## config.mk

```make
export PLATFORM = sky130hd
export DESIGN_NAME = lru_key_value_cache_unit
export DESIGN_NICKNAME = d
export VERILOG_FILES = /design/src/rtl/core/lkvc_pkg.sv /design/src/rtl/core/lkvc_cell.sv /design/src/rtl/core/lru_key_value_cache_unit.sv
export SDC_FILE = /design/constraint.sdc
export NUM_CORES = 1
export LEC_CHECK = 0
export CORE_MARGIN = 3
export CORE_UTILIZATION = 50
export DETAILED_ROUTE_END_ITERATION = 10
export DONT_BUFFER_PORTS = 1
export PLACE_DENSITY_LB_ADDON = 0.15
export SLEW_MARGIN = 20
export SYNTH_ARGS = -nofsm -noshare
export SYNTH_HDL_FRONTEND = slang
export SYNTH_SLANG_ARGS = --single-unit
```

## constraint.sdc

```tcl
create_clock -name clk -period 11 [get_ports clk]
set_input_delay 1.65 -clock clk [delete_from_list [all_inputs] [get_ports clk]]
set_output_delay 1.65 -clock clk [all_outputs]
set_load 0.005 [all_outputs]
```

## src/rtl/core/lkvc_pkg.sv

```systemverilog
// Shared types, constants and state codes for the LRU key-value cache.
package lkvc_pkg;

	// Number of cells in the recency chain
	localparam int unsigned ENTRIES = 16;

	localparam int unsigned KEY_W   = 16;
	localparam int unsigned VALUE_W = 32;
	localparam int unsigned CAP_W   = 5;
	localparam int unsigned CNT_W   = $clog2(ENTRIES + 1);
	// Width that holds both the capacity register and the fill count
	localparam int unsigned CMP_W   = (CNT_W > CAP_W) ? CNT_W : CAP_W;

	// Register indexes and operation codes
	localparam logic REG_CAPACITY = 1'b0;
	localparam logic OP_GET       = 1'b0;
	localparam logic OP_PUT       = 1'b1;

	localparam logic [CAP_W-1:0] CAP_RESET = CAP_W'(16);

	// One stored entry as it moves along the chain
	typedef struct packed {
		logic               valid;
		logic [KEY_W-1:0]   key;
		logic [VALUE_W-1:0] value;
	} lkvc_entry_t;

	// Control broadcast from the sequencer to every cell
	typedef struct packed {
		logic cmp;       // capture key match
		logic upd;       // apply the shift for this item
		logic miss_put;  // put whose key is absent
		logic evict;     // drop the least recent entry
	} lkvc_ctl_t;

	typedef enum logic [1:0] {
		ST_IDLE,
		ST_CMP,
		ST_UPD
	} lkvc_state_t;

endpackage

```

## src/rtl/core/lkvc_cell.sv

```systemverilog
// One cell of the recency chain: holds a single entry, most recent at the head.
module lkvc_cell (
	input  logic                        clk,
	input  logic                        arst_n,
	input  lkvc_pkg::lkvc_ctl_t         ctl,
	input  logic [lkvc_pkg::KEY_W-1:0]  in_key,
	input  lkvc_pkg::lkvc_entry_t       prev,
	output lkvc_pkg::lkvc_entry_t       cur,
	input  logic                        tail_in,
	output logic                        tail_out,
	input  logic [lkvc_pkg::VALUE_W-1:0] hv_in,
	output logic [lkvc_pkg::VALUE_W-1:0] hv_out
);

	logic                          valid_q;
	logic [lkvc_pkg::KEY_W-1:0]    key_q;
	logic [lkvc_pkg::VALUE_W-1:0]  value_q;
	logic                          match_q;
	logic                          shift;

	// match here or further down the chain: this cell moves on a hit
	assign tail_out = match_q | tail_in;
	assign hv_out   = hv_in | (match_q ? value_q : '0);
	assign cur      = '{valid: valid_q, key: key_q, value: value_q};

	// on an insert with eviction every valid cell takes its neighbour and the
	// last one's entry falls off; without eviction the first free cell fills too
	always_comb begin
		shift = ctl.upd & (tail_out | (ctl.miss_put & (ctl.evict ? valid_q : prev.valid)));
	end

	always_ff @(posedge clk or negedge arst_n) begin
		if (!arst_n) begin
			valid_q <= 1'b0;
			match_q <= 1'b0;
		end else begin
			if (ctl.cmp)
				match_q <= valid_q && (key_q == in_key);
			if (shift)
				valid_q <= prev.valid;
		end
	end

	// entry payload
	always_ff @(posedge clk) begin
		if (shift) begin
			key_q   <= prev.key;
			value_q <= prev.value;
		end
	end

endmodule

```

## src/rtl/core/lru_key_value_cache_unit.sv

```systemverilog
// Top level of the LRU key-value cache: sequencer, cell chain and config port.
//
//  channel   | direction | signals                          | contents
//  ----------+-----------+----------------------------------+-------------------------------
//  s_axis    | in        | tvalid tready tdata[47:0] tuser  | tdata: key, value; tuser: op
//  m_axis    | out       | tvalid tready tdata[31:0] tuser  | tdata: read_value; tuser: hit, evicted
//  apb       | in/out    | psel penable pwrite paddr pwdata | capacity at address 0
//
// Each item goes through accept, key compare in every cell, then the
// chain shift and result write. The shift waits while the output register
// is full and not being taken; the next item is accepted meanwhile only once
// the shift is done. Reset clears all valid marks and the fill count at once,
// no clearing pass.
module lru_key_value_cache_unit (
	input  logic        clk,
	input  logic        arst_n,
	// input stream
	input  logic        s_axis_tvalid,
	output logic        s_axis_tready,
	input  logic [47:0] s_axis_tdata,   // [15:0] key, [47:16] value
	input  logic        s_axis_tuser,   // [0] operation
	// result stream
	output logic        m_axis_tvalid,
	input  logic        m_axis_tready,
	output logic [31:0] m_axis_tdata,   // [31:0] read_value
	output logic [1:0]  m_axis_tuser,   // [0] hit, [1] evicted
	// configuration
	input  logic        psel,
	input  logic        penable,
	input  logic        pwrite,
	input  logic [2:0]  paddr,
	input  logic [31:0] pwdata,
	output logic [31:0] prdata,
	output logic        pready
);

	localparam int unsigned N = lkvc_pkg::ENTRIES;

	lkvc_pkg::lkvc_state_t state_q, state_d;

	logic [lkvc_pkg::CAP_W-1:0]   cap_q;
	logic [lkvc_pkg::CNT_W-1:0]   occ_q;
	logic                         op_q;
	logic [lkvc_pkg::KEY_W-1:0]   key_q;
	logic [lkvc_pkg::VALUE_W-1:0] val_q;

	logic                         out_valid_q;
	logic [lkvc_pkg::VALUE_W-1:0] out_data_q;
	logic                         out_hit_q;
	logic                         out_evict_q;

	lkvc_pkg::lkvc_ctl_t          ctl;
	lkvc_pkg::lkvc_entry_t        chain [N+1];
	logic                         tail  [N+1];
	logic [lkvc_pkg::VALUE_W-1:0] hv    [N+1];

	logic                         accept;
	logic                         upd_go;
	logic                         hit;
	logic [lkvc_pkg::CMP_W-1:0]   cap_ext;
	logic [lkvc_pkg::CMP_W-1:0]   eff_cap;
	logic                         cfg_wr;

	// configuration port
	assign pready = 1'b1;
	assign cfg_wr = psel && penable && pwrite && (paddr[1:0] == 2'b00)
		&& (paddr[2] == lkvc_pkg::REG_CAPACITY);
	assign prdata = (paddr == 3'b000) ? 32'(cap_q) : 32'd0;

	always_ff @(posedge clk or negedge arst_n) begin
		if (!arst_n)
			cap_q <= lkvc_pkg::CAP_RESET;
		else if (cfg_wr)
			cap_q <= pwdata[lkvc_pkg::CAP_W-1:0];
	end

	// effective capacity: zero acts as one, clipped to the chain length
	always_comb begin
		cap_ext = lkvc_pkg::CMP_W'(cap_q);
		if (cap_ext == '0)
			eff_cap = lkvc_pkg::CMP_W'(1);
		else if (cap_ext > lkvc_pkg::CMP_W'(N))
			eff_cap = lkvc_pkg::CMP_W'(N);
		else
			eff_cap = cap_ext;
	end

	// sequencer
	assign accept = s_axis_tvalid && s_axis_tready;
	assign upd_go = (state_q == lkvc_pkg::ST_UPD) && (!out_valid_q || m_axis_tready);
	assign hit    = tail[0];

	always_ff @(posedge clk or negedge arst_n) begin
		if (!arst_n)
			state_q <= lkvc_pkg::ST_IDLE;
		else
			state_q <= state_d;
	end

	always_comb begin
		state_d       = state_q;
		s_axis_tready = 1'b0;
		ctl           = '0;
		case (state_q)
			lkvc_pkg::ST_IDLE: begin
				s_axis_tready = 1'b1;
				if (s_axis_tvalid)
					state_d = lkvc_pkg::ST_CMP;
			end
			lkvc_pkg::ST_CMP: begin
				ctl.cmp = 1'b1;
				state_d = lkvc_pkg::ST_UPD;
			end
			lkvc_pkg::ST_UPD: begin
				ctl.upd      = upd_go;
				ctl.miss_put = !hit && (op_q == lkvc_pkg::OP_PUT);
				ctl.evict    = ctl.miss_put && (lkvc_pkg::CMP_W'(occ_q) >= eff_cap);
				if (upd_go)
					state_d = lkvc_pkg::ST_IDLE;
			end
			default: state_d = lkvc_pkg::ST_IDLE;
		endcase
	end

	// item register
	always_ff @(posedge clk) begin
		if (accept) begin
			op_q  <= s_axis_tuser;
			key_q <= s_axis_tdata[15:0];
			val_q <= s_axis_tdata[47:16];
		end
	end

	// fill count grows on an insert that evicts nothing
	always_ff @(posedge clk or negedge arst_n) begin
		if (!arst_n)
			occ_q <= '0;
		else if (ctl.upd && ctl.miss_put && !ctl.evict)
			occ_q <= occ_q + lkvc_pkg::CNT_W'(1);
	end

	// head of the chain: the entry that becomes most recent
	assign chain[0] = '{valid: 1'b1, key: key_q,
		value: (op_q == lkvc_pkg::OP_PUT) ? val_q : hv[0]};
	assign tail[N]  = 1'b0;
	assign hv[N]    = '0;

	for (genvar i = 0; i < N; i++) begin : g_cell
		lkvc_cell u_cell (
			.clk      (clk),
			.arst_n   (arst_n),
			.ctl      (ctl),
			.in_key   (key_q),
			.prev     (chain[i]),
			.cur      (chain[i+1]),
			.tail_in  (tail[i+1]),
			.tail_out (tail[i]),
			.hv_in    (hv[i+1]),
			.hv_out   (hv[i])
		);
	end

	// output register
	always_ff @(posedge clk or negedge arst_n) begin
		if (!arst_n)
			out_valid_q <= 1'b0;
		else if (upd_go)
			out_valid_q <= 1'b1;
		else if (m_axis_tready)
			out_valid_q <= 1'b0;
	end

	always_ff @(posedge clk) begin
		if (upd_go) begin
			out_hit_q   <= hit;
			out_evict_q <= ctl.evict;
			out_data_q  <= (hit && (op_q == lkvc_pkg::OP_GET)) ? hv[0] : '0;
		end
	end

	assign m_axis_tvalid = out_valid_q;
	assign m_axis_tdata  = out_data_q;
	assign m_axis_tuser  = {out_evict_q, out_hit_q};

endmodule

```

== Yosys cells after proc, flatten, opt, wreduce, memory -nomap -nowiden ==
Index checks and enable logic that the tools add are counted.
Word-level totals
  bits in registers: 896
  latch bits: 0
  bits in writable memories: 0
  bits in read-only memories: 0
  input bits: 91
  output and inout port bits: 69
  word-level logic and storage cells: 258
  memories kept: 0
Operators by class
  $add $sub $neg: 1
  multipliers: 0
  divide/modulo/power cells: 0
  $lt $le $gt $ge: 2
  eq/ne operators: 20
  shift operators: 0
  muxes and demuxes: 44
  bitwise operators: 80
  reductions and logical operators: 37
Operators by type and width (number)
  $mux 32: 17
  $or 32x32->32: 15
  $eq 16x16->1: 16
  $and 1x1->1: 32
  $or 1x1->1: 31
  $logic_and 1x1->1: 27
  $mux 1: 20
  $mux 5: 3
  $pmux 2 s3: 1
  $add 5x1->5 const B: 1
  $ge 5x5->1: 1
  $gt 5x5->1 const B: 1
  $logic_not 5->1: 1
  $logic_not 2->1: 2
  $mux 2: 2
  $ne 2x2->1 const B: 2
  $logic_not 1->1: 3
  $logic_not 3->1: 1
  $mux 3: 1
  $eq 2x1->1 const B: 1
  $eq 2x2->1 const B: 1
  $not 1->1: 2
  $reduce_and 2->1: 1
  $reduce_bool 2->1: 1
  $logic_or 1x1->1: 1

== Logic depth before layout (Yosys ltp) ==
  depth after elaboration: 23
  gate-level depth with buffers: 10
  depth with buffers taken out: 9

== Modules after synthesis ==
Synthesis repeated with hierarchy kept, for this count alone.
Second synthesis, totals
  cell total of the unflattened synthesis: 2118
  area, all modules: 36040.8 um^2
Modules (own cells, without submodules)
  lkvc_cell: times used 16, cells each 116, area an instance 1996.9 um^2, seq. area each 1491.4 um^2
  lru_key_value_cache_unit: times used 1, cells each 262, area an instance 4090.2 um^2, seq. area each 2819.0 um^2

== Least setup slack after synthesis ==
No wires, ideal clock.
  path kind: in2reg
  start: input m_axis_tready
  end: register g_cell[6].u_cell.key_q[0] (netlist name) (enable)
  library setup time: 0.520 ns
  data arrival time: 5.734 ns
  data required time: 10.480 ns
  path slack: 4.746 ns
  stages on the path: 5
  buffers on the path: 0
  cells stage by stage: nand2b_1 nand2_1 inv_2 nand4_1 o21ai_0
Between the ends
  longest elaborated chain between the ends: 4
RTL lines
  from (decl): RTL line lru_key_value_cache_unit.sv:24  | input logic m_axis_tready,
  $logic_or 1x1->1: RTL line lru_key_value_cache_unit.sv:90  | assign upd_go = (state_q == lkvc_pkg::ST_UPD) && (!out_valid_q || m_axis_tready);
  $logic_and 1x1->1: RTL line lru_key_value_cache_unit.sv:90
  $mux 3: RTL line lru_key_value_cache_unit.sv:104  | case (state_q)
  $and 1x1->1: RTL line lkvc_cell.sv:29  | shift = ctl.upd & (tail_out | (ctl.miss_put & (ctl.evict ? valid_q : prev.valid)));
  via g_cell[6].u_cell.shift: RTL line lkvc_cell.sv:19  | logic shift;
  to (signal assigned): RTL line lkvc_cell.sv:47  | key_q <= prev.key;
  to (decl): RTL line lkvc_cell.sv:16  | logic [lkvc_pkg::KEY_W-1:0] key_q;
The timed path passes the listed nets, and every way through them passes these cells.
A chain may end at the register's enable or synchronous reset.

== Final worst setup path ==
  start: register cap_q (netlist bit cap_ext[2])
  end: register g_cell[0].u_cell.key_q[1] (netlist name) (enable)
Between the ends
  longest elaborated chain between the ends: 10
  elaborated cells between the ends (all ways): 11
  classes of those cells: 2 x order compare; 4 x mux; 3 x bitwise; 2 x reduce/logical
RTL lines
  from (decl): RTL line lru_key_value_cache_unit.sv:41  | logic [lkvc_pkg::CAP_W-1:0] cap_q;
  from (signal assigned): RTL line lru_key_value_cache_unit.sv:72  | cap_q <= lkvc_pkg::CAP_RESET;
  from (signal assigned): RTL line lru_key_value_cache_unit.sv:74  | cap_q <= pwdata[lkvc_pkg::CAP_W-1:0];
  $gt 5x5->1: RTL line lru_key_value_cache_unit.sv:82  | else if (cap_ext > lkvc_pkg::CMP_W'(N))
  $mux 5: RTL line lru_key_value_cache_unit.sv:82
  $mux 5 *: RTL line lru_key_value_cache_unit.sv:80  | if (cap_ext == '0)
  $ge 5x5->1 *: RTL line lru_key_value_cache_unit.sv:117  | ctl.evict = ctl.miss_put && (lkvc_pkg::CMP_W'(occ_q) >= eff_cap);
  $logic_and 1x1->1 *: RTL line lru_key_value_cache_unit.sv:117
  $mux 3 *: RTL line lru_key_value_cache_unit.sv:104
  $mux 1 *: RTL line lkvc_cell.sv:29
  $and 1x1->1 *: RTL line lkvc_cell.sv:29
  $or 1x1->1 *: RTL line lkvc_cell.sv:29
  $and 1x1->1 *: RTL line lkvc_cell.sv:29
  via g_cell[0].u_cell.shift: RTL line lkvc_cell.sv:19
  to (signal assigned): RTL line lkvc_cell.sv:47
  to (decl): RTL line lkvc_cell.sv:16
The timed path passes the listed nets; every way through them passes the cells marked *.

==> results.toml <==
[die]
start_util_pct = 50.6
die_w_um = 270
chipHeight_um = 270
ios = 160
core_um2 = 68800
die_area_um2 = 72900
rows = 96

[detailed_routing]
avgRoutedWirePerCell_um = 27.0
dr.pass1.iters = 5
drc_errors = 0
drt_first_iter_violations = 1979
vias = 18700
ant_nets = 0
wl_mm = 83.9
drt-vias-per-instance = 6.03

[global_route]
track_usage_pct = 22.9
grt_max_degree = 52
gr-total-overflow = 0
antenna_found_initial = 0
grt_pass1_vias = 19200
grt_pass1_wl_mm = 125

[final_layout]
multi_input_area_um2 = 7600
fin_util_pct = 56.7
n_antenna_cell = 0
areaGrowthSynthToFinish_pct = 11.9
layout.nets = 2199
register_area_um2 = 26700
design_area_um2 = 39000
fillers = 5252
drive_gt1_share_pct = 10.5
instances_no_fill = 3106

[logic_synthesis]
netlist_area_um2 = 34900
yosysUniqueCellTypes = 57
ys_ff_latch = 896
synthCells = 2081
synthArstFlopShare_pct = 5.02
ys.flop_type = "edfxtp_1"
avgSynthCellArea_um2 = 16.7
synth-edff-count = 851
yosys_warnings = 0
ys_seq_area_share_pct = 76.6

[sta]
fin_ws_ns = 6.52
fin_tns_setup_ns = 0
slew_viol_final = 0
setup_viol = 0
min_period_over_period_pct = 40.8
rsz0062_at_grt = "false"
tightest_slew_ns = 1.17
finalHoldViolCount = 0
fmax_mhz = 223
skew_ns = 0.0412
slew_headroom_pct = 21.8
fin_crit_ns = 4.48
hold_slack_ns = 0.439

[pwr]
p_seq_share_pct = 52.7
fin_total_pwr_mw = 8.03
p_int_mw = 6.06
p_leak_nw = 12.7
pwr-share-clk_pct = 38.2
max-vdd-ir-drop_uv = 114
combinationalPowerShare_pct = 9.1
p_switching_mw = 1.97
power_density_nw_per_um2 = 206
p_sw_share_pct = 24.5

[setup_path]
required_ns = 11.27
crit_type = "flop to flop"
cp.arrival_ns = 4.75
cp-end-kind = "flop"
startpoint_type = "flop"
cp_max_fo = 30

[placement]
dp_hpwl_mm = 46.7
pre_cts_slack_ns = 6.18
gp_congestion = 0.803
dpl-instance-area_um2 = 36000
port_buffers = 0
placed_cells = 2937

[cts]
cts_htree_levels = 3
cts_tree = "yes"
cts-root-buf = "clkbuf_16"
cts.sinks = 896
cts_buffer_depth = 3
clock_latency_ns = 0.66
holdBufCountCts = 0
cts_setup_buffers = 0
cts_made_buffers = 91
clk_pin_slew_ns = 0.06
cts_resized = 0

[flow_run]
maxCapViolations = 0

[outcome]
status = "complete, no violations"

[hold_path]
worstHoldPathType = "flop to flop"
## critical path: stages (launching register included)
cell      delay [ns]
dfrtp_1         0.42
nor3_1          0.18
nor2_1          0.06
nor2_1          0.12
ha_1            0.24
nand2b_1        0.13
a31oi_1         0.26
o21a_1          0.78
o21ai_0         0.32
a21oi_4         0.97
buf_4           0.58
## worst paths after layout
kind                                               from                      endpoint  slack, ns  cells past startpoint
max reg2reg                                  cap_ext[2]     g_cell[0].u_cell.key_q[1]       6.52                     10
min reg2reg                g_cell[4].u_cell.value_q[21]  g_cell[5].u_cell.value_q[21]       0.44                      0
min in group asynchronous                        arst_n     g_cell[14].u_cell.valid_q       0.70                      0
max                                          cap_ext[2]     g_cell[0].u_cell.key_q[1]       6.52                     10
min                        g_cell[4].u_cell.value_q[21]  g_cell[5].u_cell.value_q[21]       0.44                      0
max in group asynchronous                        arst_n                    cap_ext[4]      10.12                      0
## layout make-up
class	count	share of cell area, %
multi-input combinational	1020	19.5
timing repair buffer	54	1.13
clock buffer	117	6.30
clock inverter	49	1.27
sequential	896	68.5
tap	931	2.99
inverter	39	0.375
## synth_stat cells (20+ instances only)
master      n  area [um^2]
edfxtp_1  851        25600
xnor2_1   173         1520
a22oi_1   131          983
xor2_1     87          762
nand3_1    86          430
clkbuf_1   82          308
nor2_1     79          297
a22o_1     77          674
a221oi_1   64          561
nand4_1    46          288
mux2i_1    45          450
dfrtp_1    44         1100
inv_1      38          143
buf_4      31          233
nor3_1     27          135
nor4_1     26          163
nand2_1    24         90.1
buf_2      20          100
## logic make-up after synthesis
family	synth area share [%]
buffers and inverters	2.48
adder cells (fa/ha/maj)	0.215
AND/OR/NAND/NOR	4.95
other	0.0215
AO/OA/AOI/OAI	7.79
flip-flops	76.6
XOR/XNOR	6.53
multiplexers	1.45
## power by group through the flow
stage                     clock network, mW  registers (mW)  logic (mW)
after floorplan                           0            4.24       0.500
after global placement                    0            4.29       0.710
after detailed placement                  0            4.30       0.722
after CTS                              3.12            4.23       0.725
after global routing                   3.25            4.26       0.793
final                                  3.07            4.23       0.731
## cell usage in the layout (no fill, tap or decap), types with 15 or more instances in the layout
master	instances
mux2i_1	45
conb_1	28
clkbuf_16	93
nand3_1	86
a22oi_1	131
nor4_1	26
inv_1	38
xor2_1	87
dfrtp_2	16
a21oi_1	15
a22o_1	77
nor2_1	79
o21ai_0	15
buf_4	51
nor3_1	27
clkinv_1	25
nand4_1	46
a221oi_1	64
dfrtp_1	28
clkbuf_1	20
nand2_1	24
xnor2_1	173
edfxtp_1	851
## registers in the layout, summed over array words and instances (netlist names)
signal                 flops
cap_ext                    5
g_cell.u_cell.key_q      256
g_cell.u_cell.match_q     16
g_cell.u_cell.valid_q     16
g_cell.u_cell.value_q    512
key_q                     16
m_axis_tdata              32
m_axis_tvalid              1
occ_q                      5
op_q                       1
out_evict_q                1
out_hit_q                  1
state_q                    2
val_q                     32
## routing by layer
| metal | share of wire, % | up-vias | global-route usage, % |
|---|---|---|---|
| li1 | - | 8107 | - |
| met1 | 41 | 9505 | 32.4 |
| met2 | 47 | 978 | 36.4 |
| met3 | 9.8 | 133 | 5.13 |
| met4 | 2.2 | 4 | 5.47 |
| met5 | 0.15 | - | 1.25 |
(Power assumes the default switching activity.)
